<file path="src/rtl/sbbc_pkg.sv">
// ============================================================================
// sbbc_pkg
// Character codes shared by the script bracket balance checker.
// ============================================================================
`default_nettype none

package sbbc_pkg;

    // Escape and quote delimiters
    localparam logic [7:0] CH_BACKSLASH = 8'h5C;
    localparam logic [7:0] CH_DQUOTE    = 8'h22;
    localparam logic [7:0] CH_SQUOTE    = 8'h27;
    localparam logic [7:0] CH_BACKTICK  = 8'h60;

    // Regex and comment markers
    localparam logic [7:0] CH_SLASH     = 8'h2F;
    localparam logic [7:0] CH_STAR      = 8'h2A;

    // Bracket pairs
    localparam logic [7:0] CH_LCURLY    = 8'h7B;
    localparam logic [7:0] CH_RCURLY    = 8'h7D;
    localparam logic [7:0] CH_LROUND    = 8'h28;
    localparam logic [7:0] CH_RROUND    = 8'h29;
    localparam logic [7:0] CH_LSQUARE   = 8'h5B;
    localparam logic [7:0] CH_RSQUARE   = 8'h5D;

    // No byte before: reads as a plain byte, never a backslash
    localparam logic [7:0] CH_NONE      = 8'h00;

endpackage

`default_nettype wire

</file>
<file path="src/rtl/script_bracket_balance_check_top.sv">
// ============================================================================
// script_bracket_balance_check_top
// Streams script text a byte per transaction and reports whether curly,
// round and square brackets balance outside strings and regex literals.
// ============================================================================
//
//  channel | dir | tdata                     | tuser       | tlast
//  --------+-----+---------------------------+-------------+-----------
//  s_      | in  | [7:0] text_byte           | empty_text  | final_byte
//  m_      | out | [0] balanced, [7:1] zero  | -           | -
//
//  One byte is taken every cycle while the result is not stalled; each byte is
//  held in the input register, then one pass of compare-and-count logic
//  updates the scan state. The verdict of a text goes from the input register
//  into the result register once its final byte is taken. Each byte is judged
//  when the next one arrives, since a slash needs its successor. Reset (aresetn
//  low, synchronous) clears all scan state. A stalled result holds the pipe;
//  the input side keeps taking bytes while the input register can move on.
// ============================================================================
`default_nettype none

module script_bracket_balance_check_top #(
    parameter int DEPTH_BITS = 16
) (
    input  wire logic       aclk,
    input  wire logic       aresetn,

    input  wire logic       s_tvalid,
    output logic            s_tready,
    input  wire logic [7:0] s_tdata,   // [7:0] text_byte
    input  wire logic       s_tlast,   // final_byte
    input  wire logic       s_tuser,   // [0] empty_text

    output logic            m_tvalid,
    input  wire logic       m_tready,
    output logic [7:0]      m_tdata    // [0] balanced, [7:1] zero
);

    // Running scan state
    typedef struct packed {
        logic [DEPTH_BITS-1:0] curly;
        logic [DEPTH_BITS-1:0] round;
        logic [DEPTH_BITS-1:0] square;
        logic                  in_quote;
        logic [7:0]            quote_char;
        logic                  regex_open;
        logic                  failed;
    } scan_t;

    localparam scan_t SCAN_RESET = '0;

    // Judge one byte against the scan state
    function automatic scan_t judge(input scan_t st, input logic [7:0] c,
                                    input logic [7:0] prev, input logic has_next,
                                    input logic [7:0] nxt);
        scan_t r;
        r = st;
        if (!st.failed) begin
            if (st.in_quote) begin
                if (c == st.quote_char && prev != sbbc_pkg::CH_BACKSLASH) begin
                    r.in_quote   = 1'b0;
                    r.quote_char = sbbc_pkg::CH_NONE;
                end
            end else if (st.regex_open) begin
                if (c == sbbc_pkg::CH_SLASH && prev != sbbc_pkg::CH_BACKSLASH) begin
                    r.regex_open = 1'b0;
                end
            end else begin
                case (c)
                    sbbc_pkg::CH_DQUOTE, sbbc_pkg::CH_SQUOTE, sbbc_pkg::CH_BACKTICK: begin
                        r.in_quote   = 1'b1;
                        r.quote_char = c;
                    end
                    sbbc_pkg::CH_SLASH: begin
                        if (prev != sbbc_pkg::CH_BACKSLASH && has_next &&
                            nxt != sbbc_pkg::CH_SLASH && nxt != sbbc_pkg::CH_STAR) begin
                            r.regex_open = 1'b1;
                        end
                    end
                    sbbc_pkg::CH_LCURLY: begin
                        if (&st.curly) r.failed = 1'b1;
                        else           r.curly  = st.curly + 1'b1;
                    end
                    sbbc_pkg::CH_RCURLY: begin
                        if (st.curly == '0) r.failed = 1'b1;
                        else                r.curly  = st.curly - 1'b1;
                    end
                    sbbc_pkg::CH_LROUND: begin
                        if (&st.round) r.failed = 1'b1;
                        else           r.round  = st.round + 1'b1;
                    end
                    sbbc_pkg::CH_RROUND: begin
                        if (st.round == '0) r.failed = 1'b1;
                        else                r.round  = st.round - 1'b1;
                    end
                    sbbc_pkg::CH_LSQUARE: begin
                        if (&st.square) r.failed = 1'b1;
                        else            r.square = st.square + 1'b1;
                    end
                    sbbc_pkg::CH_RSQUARE: begin
                        if (st.square == '0) r.failed = 1'b1;
                        else                 r.square = st.square - 1'b1;
                    end
                    default: begin
                        r = st;
                    end
                endcase
            end
        end
        return r;
    endfunction

    // Input register
    logic       in_valid_reg, in_valid_next;
    logic [7:0] in_byte_reg,  in_byte_next;
    logic       in_last_reg,  in_last_next;
    logic       in_empty_reg, in_empty_next;

    // Scan state registers
    logic [7:0] held_byte_reg,   held_byte_next;
    logic       held_valid_reg,  held_valid_next;
    logic [7:0] byte_before_reg, byte_before_next;
    scan_t      scan_reg,        scan_next;

    // Result register
    logic       res_valid_reg, res_valid_next;
    logic       res_bal_reg,   res_bal_next;

    logic       advance;
    logic       step;
    logic       verdict;
    scan_t      scan_held;
    scan_t      scan_last;
    logic [7:0] prev_of_byte;

    // Move the pipe unless the result is stalled
    assign advance  = !res_valid_reg || m_tready;
    assign step     = in_valid_reg && advance;
    assign verdict  = in_last_reg || in_empty_reg;
    assign s_tready = !in_valid_reg || advance;
    assign m_tvalid = res_valid_reg;
    assign m_tdata  = {7'd0, res_bal_reg};

    // Load the input register
    always_comb begin
        in_valid_next = in_valid_reg;
        in_byte_next  = in_byte_reg;
        in_last_next  = in_last_reg;
        in_empty_next = in_empty_reg;
        if (s_tvalid && s_tready) begin
            in_valid_next = 1'b1;
            in_byte_next  = s_tdata;
            in_last_next  = s_tlast;
            in_empty_next = s_tuser;
        end else if (advance) begin
            in_valid_next = 1'b0;
        end
    end

    // Judge the held byte with the new byte as lookahead, then the final byte
    always_comb begin
        scan_held    = held_valid_reg ?
                       judge(scan_reg, held_byte_reg, byte_before_reg, 1'b1, in_byte_reg) :
                       scan_reg;
        prev_of_byte = held_valid_reg ? held_byte_reg : sbbc_pkg::CH_NONE;
        scan_last    = judge(scan_held, in_byte_reg, prev_of_byte, 1'b0, sbbc_pkg::CH_NONE);
    end

    // Update scan state and result
    always_comb begin
        held_byte_next   = held_byte_reg;
        held_valid_next  = held_valid_reg;
        byte_before_next = byte_before_reg;
        scan_next        = scan_reg;
        res_valid_next   = res_valid_reg;
        res_bal_next     = res_bal_reg;
        if (advance) begin
            res_valid_next = step && verdict;
        end
        if (step) begin
            if (verdict) begin
                held_byte_next   = 8'd0;
                held_valid_next  = 1'b0;
                byte_before_next = sbbc_pkg::CH_NONE;
                scan_next        = SCAN_RESET;
                res_bal_next     = in_empty_reg ||
                                   (!scan_last.failed && scan_last.curly == '0 &&
                                    scan_last.round == '0 && scan_last.square == '0 &&
                                    !scan_last.in_quote && !scan_last.regex_open);
            end else begin
                held_byte_next   = in_byte_reg;
                held_valid_next  = 1'b1;
                byte_before_next = prev_of_byte;
                scan_next        = scan_held;
            end
        end
    end

    // Registers
    always_ff @(posedge aclk) begin
        if (!aresetn) begin
            in_valid_reg    <= 1'b0;
            held_valid_reg  <= 1'b0;
            held_byte_reg   <= 8'd0;
            byte_before_reg <= sbbc_pkg::CH_NONE;
            scan_reg        <= SCAN_RESET;
            res_valid_reg   <= 1'b0;
        end else begin
            in_valid_reg    <= in_valid_next;
            held_valid_reg  <= held_valid_next;
            held_byte_reg   <= held_byte_next;
            byte_before_reg <= byte_before_next;
            scan_reg        <= scan_next;
            res_valid_reg   <= res_valid_next;
        end
    end

    // Payload registers
    always_ff @(posedge aclk) begin
        in_byte_reg  <= in_byte_next;
        in_last_reg  <= in_last_next;
        in_empty_reg <= in_empty_next;
        res_bal_reg  <= res_bal_next;
    end

`ifndef SYNTHESIS
    // A new result comes only from a final or empty item
    assert property (@(posedge aclk) disable iff (!aresetn)
        (res_valid_reg && !$past(res_valid_reg)) |->
            $past(in_valid_reg && (in_last_reg || in_empty_reg)))
        else $error("result without final item");

    // A verdict returns the scan to reset
    assert property (@(posedge aclk) disable iff (!aresetn)
        (step && verdict) |=> (!held_valid_reg && scan_reg == SCAN_RESET))
        else $error("scan state not cleared after verdict");

    // A failure sticks until the verdict
    assert property (@(posedge aclk) disable iff (!aresetn)
        (scan_reg.failed && !(step && verdict)) |=> scan_reg.failed)
        else $error("failure flag dropped early");

    // A stalled result keeps its value
    assert property (@(posedge aclk) disable iff (!aresetn)
        (res_valid_reg && !m_tready) |=> (res_valid_reg && $stable(res_bal_reg)))
        else $error("stalled result changed");
`endif

endmodule

`default_nettype wire

</file>
<file path="config.mk">
export PLATFORM = sky130hd
export DESIGN_NAME = script_bracket_balance_check_top
export DESIGN_NICKNAME = d
export VERILOG_FILES = /design/src/rtl/sbbc_pkg.sv /design/src/rtl/script_bracket_balance_check_top.sv
export SDC_FILE = /design/constraint.sdc
export NUM_CORES = 1
export LEC_CHECK = 0
export ABC_AREA = 1
export BUFFER_PORTS_ARGS = -buffer_cell sky130_fd_sc_hd__clkbuf_2
export CORE_ASPECT_RATIO = 0.8
export CORE_UTILIZATION = 40
export DETAILED_ROUTE_END_ITERATION = 12
export SKIP_LAST_GASP = 1
export SLEW_MARGIN = 20
export SYNTH_ARGS = -nofsm -noshare
export SYNTH_HDL_FRONTEND = slang
export SYNTH_SLANG_ARGS = --single-unit
export TNS_END_PERCENT = 30
</file>
<file path="constraint.sdc">
create_clock -name aclk -period 3.9 [get_ports aclk]
set_clock_uncertainty 0.1 [all_clocks]
set_input_delay 0.39 -clock aclk [delete_from_list [all_inputs] [get_ports aclk]]
set_output_delay 0.39 -clock aclk [all_outputs]
set_load 0.005 [all_outputs]
</file>
==> impl_results.md <==
* Post-layout nets at roughly 2.4k
* R2r endpoint: res_bal_reg
* Inserted Clock Buffers at 9
* Share of post-route cells with drive strength above 1 at 14.4%
* CP max-delay cell: dfxtp_2
* Full die area at 0.0308 mm2
* Largest family of logic cells by synthesized area: simple AND/OR/NAND/NOR gates
* Global-route wire length before repair at slightly above 70000 um
* Slew Limit Headroom at 43.9%
* Setup-failing EPs final at 0
* Routed wire length at about 45000 um
* Post-route cell area at 0.0134 mm2
* Most frequent cell after synthesis: nand2_1
* Cell count of the worst reg-to-reg path at 24
* Critical path's most frequent cell: nand2_1
* Root Buffer: clkbuf_16
* Syn Area/Cell at about 5.2 um2
* Max VDD drop at about 0.22 mV
* Top_reg_cell synth: dfxtp_1
* Via count at 15.4k
* CP cell instances: inv_1, ha_1, buf_4, inv_1, nor2_1, nand2_1, nand4_1, nand2_1, a21oi_4, nand2_1, nor2_1, nand3_1, nor2_2, nand2_1, inv_1, nand3_1, nand2_1, nand2_1, nand3_1, nand2_1, nand4_1, nor2_1, nand4_1, nand2_1
* Delay-heaviest family, CP: simple AND/OR/NAND/NOR gates
* Crit-path max cell delay at ~0.36 ns
* Crit path to: res_bal_reg
* Logic pwr share at under 10%
* Starting Density at between 40 and 50%
* Clock Sinks at 89
* Final Critical Period at approximately 3.7 ns
* Yosys cell types at 52
* CTS tree: yes
* XOR/XNOR share of the synthesized area at between 1.5 and 2%
* Clock Pin Slew Worst Setup and Hold Paths at 0.09 ns
* MaxCap Viol Count at 0
* Post-synthesis simple-gate area fraction at between 60% and 70%
* Power, Total at between 0.002 and 0.0025 W
* Synth top area share at between 20% and 30%
* CORE AREA at 0.0294 mm2
* Adder-cell share of the synthesized area at roughly 1.5%
* Max Fclk at around 270 MHz
* Net switching fraction of the power at 30.8%
* CTS H-tree depth at 3
* DR iter-0 viols at ~2.2k
* Final GP Congestion at between 1 and 1.5
* Crit path depth at 24
* R2r setup slk at 0.18 ns
* Static leakage at 6.43 nW
* DR vias/cell at between 5 and 6
* Area grow syn2layout at 11.4%
* Post-CTS Hold Buffers at 0
* Synth top cells by count: nand2_1 (924), nor2_1 (275), nand3_1 (228)
* Post-route antenna net violation count at 0
* Mux cell area share after synthesis at 0%
* Ys Warns at 0
* Post-synthesis sequential area ratio at 15.7%
* # IOs at 24
* Crit start category: register
* Max Buffers Root-to-Sink at 2
* Initial antenna violation count at 0
* Drt wl/cell at between 15 and 20 um
* Sequential share of power at between 40% and 50%
* Pin count of the biggest net entering global routing at 59
* Worst EP arrival at between 3 and 4 ns
* EDFF count, synth at 11
* Largest area contributor in the netlist: nand2_1
* Hold_sp: s_tdata[6]
* DR pass1 iterations at 6
* Detailed-placement wirelength estimate at approximately 35000 um
* CP startpoint: scan_reg[11]
* Crit share post-route at 95.3%
* Crit path capture type: register
* Synth async-reset ratio at 0%
* Vias in the first global route at 13.6k
* Clock power frac at between 40% and 50%
* Buffers & Inverters on Critical Path at 4
* Site row count at between 50 and 60
* Final Hold Viols at 0
* Status: completed
* Final core occ at a little under half
* Max reg flops at between 50 and 60
* Compound-Gate Fraction of Synth Area at under 10%
* DRC violations left at 0
* Synth Register Bits at 89
* Die width at just under 200 um
* Worst hold path class: primary input to register
* Psw at between 0.0006 and 0.0007 W
* Worst-Margin Slew at roughly 0.84 ns
* Post-synthesis cell count at 2303
* Crit path kind: register to register
* Die Height at 157 um
* Ranking of synthesized cells by area: nand2_1 (29%), dfxtp_1 (13%), nand3_1 (9.5%), nor2_1 (8.6%), inv_1 (6.1%)
* Grt ovf at 0
* Crit-path max FO at 7
* Clk_lat worst skew at a little under 0.4 ns
* Power Density at between 150 and 200 mW/mm2
* Reg2Reg Launch Point: scan_reg[11]
* Cell Int Power at ~0.0014 W
* Antenna fix cells at 0
* Final Max Tran Viols at 0
* GRT Util Overall at 29.5%
* Mapped cell area at 0.0120 mm2
* CP required at a little under 4 ns
* # port buffers at 16
* Placed inst area at around 0.013 mm2
-- final cells by class --
cell class	instances	area, um2
inverters	230	880
clock inverters	7	81.3
flip-flops and latches	89	1920
clock buffers	9	225
repair buffers	122	901
well taps	377	472
multi-input cells	1896	8930
fillers	3205	16000
-- power by group through the flow --
stage | Clock [W] | Sequential (W) | Combinational [W]
detailed placement | 0 | 0.000972 | 0.000164
global route | 0.000999 | 0.000951 | 0.000184
finish | 0.000958 | 0.000950 | 0.000168
floorplan | 0 | 0.000965 | 0.000117
CTS | 0.000969 | 0.000951 | 0.000165
global placement | 0 | 0.000972 | 0.000163
-- placed cells by master (no fill, tap or decap), types with 3 or more instances in the layout --
master	Yosys	layout
a21oi_1	105	104
buf_4	17	104
clkbuf_16	0	9
clkbuf_2	2	16
clkinv_1	4	4
clkinv_2	4	3
conb_1	1	7
dfxtp_1	78	61
dfxtp_2	0	15
edfxtp_1	11	11
ha_1	14	9
ha_2	0	5
inv_1	196	194
inv_2	24	24
inv_4	2	5
nand2_1	924	916
nand2_2	35	40
nand2_4	7	10
nand3_1	228	226
nand3_2	11	12
nand3_4	2	4
nand3b_1	7	7
nand4_1	82	82
nor2_1	275	261
nor2_2	38	43
nor2_4	12	21
nor3_1	19	17
nor3_2	3	4
nor3_4	2	3
nor4_1	3	3
o211ai_1	3	3
o21ai_0	59	58
o21ai_1	7	8
o22ai_1	9	9
xnor2_1	9	9
xor2_1	13	13
-- per-layer routing --
metal  GRT usage [%]  routed length, um  up-vias
met5               0                  0        -
met2            45.2              19400      851
met1            41.3              20200     6994
met4            10.6               1280        0
li1                -                  -     7435
met3            5.04               4610      105
-- metrics by stage --
step / setup TNS (ns) / worst slack (ns) / instances / hold slack [ns]
floorplan: 0 / 0.654 / 2309 / 0.345
global placement: -0.0573 / -0.0573 / 2703 / 0.354
CTS: 0 / 0.00416 / 2719 / 0.0678
detailed placement: -0.0609 / -0.0609 / 2703 / 0.356
finish: 0 / 0.182 / 2730 / 0.0719
global route: -0.0513 / -0.0513 / 2730 / 0.0698
-- logic make-up (layout without fill, tap and decap cells) --
| logic type | Yosys count | in the layout |
|---|---|---|
| AO/OA/AOI/OAI | 200 | 200 |
| AND/OR/NAND/NOR | 1652 | 1653 |
| adder cells (fa/ha/maj) | 14 | 14 |
| other | 1 | 7 |
| buffers and inverters | 325 | 368 |
| flip-flops | 89 | 89 |
| XOR/XNOR | 22 | 22 |
-- repair_timing --
item                                    in CTS  in global routing
buffers inserted                             0                 10
pin swaps                                    0                  5
gates resized for setup                      3                 68
cloned                                       0                  1
endpoints found under the hold margin        0                  0
endpoints found under the setup margin       1                  1
-- how the worst min path moves through the flow --
stage / endpoint / slack, ns / depth (start not counted)
floorplan: byte_before_reg[1] / 0.35 / 2
global placement: byte_before_reg[1] / 0.35 / 2
detailed placement: byte_before_reg[4] / 0.36 / 2
CTS: in_byte_reg[6] / 0.07 / 1
global route: in_byte_reg[6] / 0.07 / 1
finish: in_byte_reg[6] / 0.07 / 1
(Power assumes the default switching activity.)
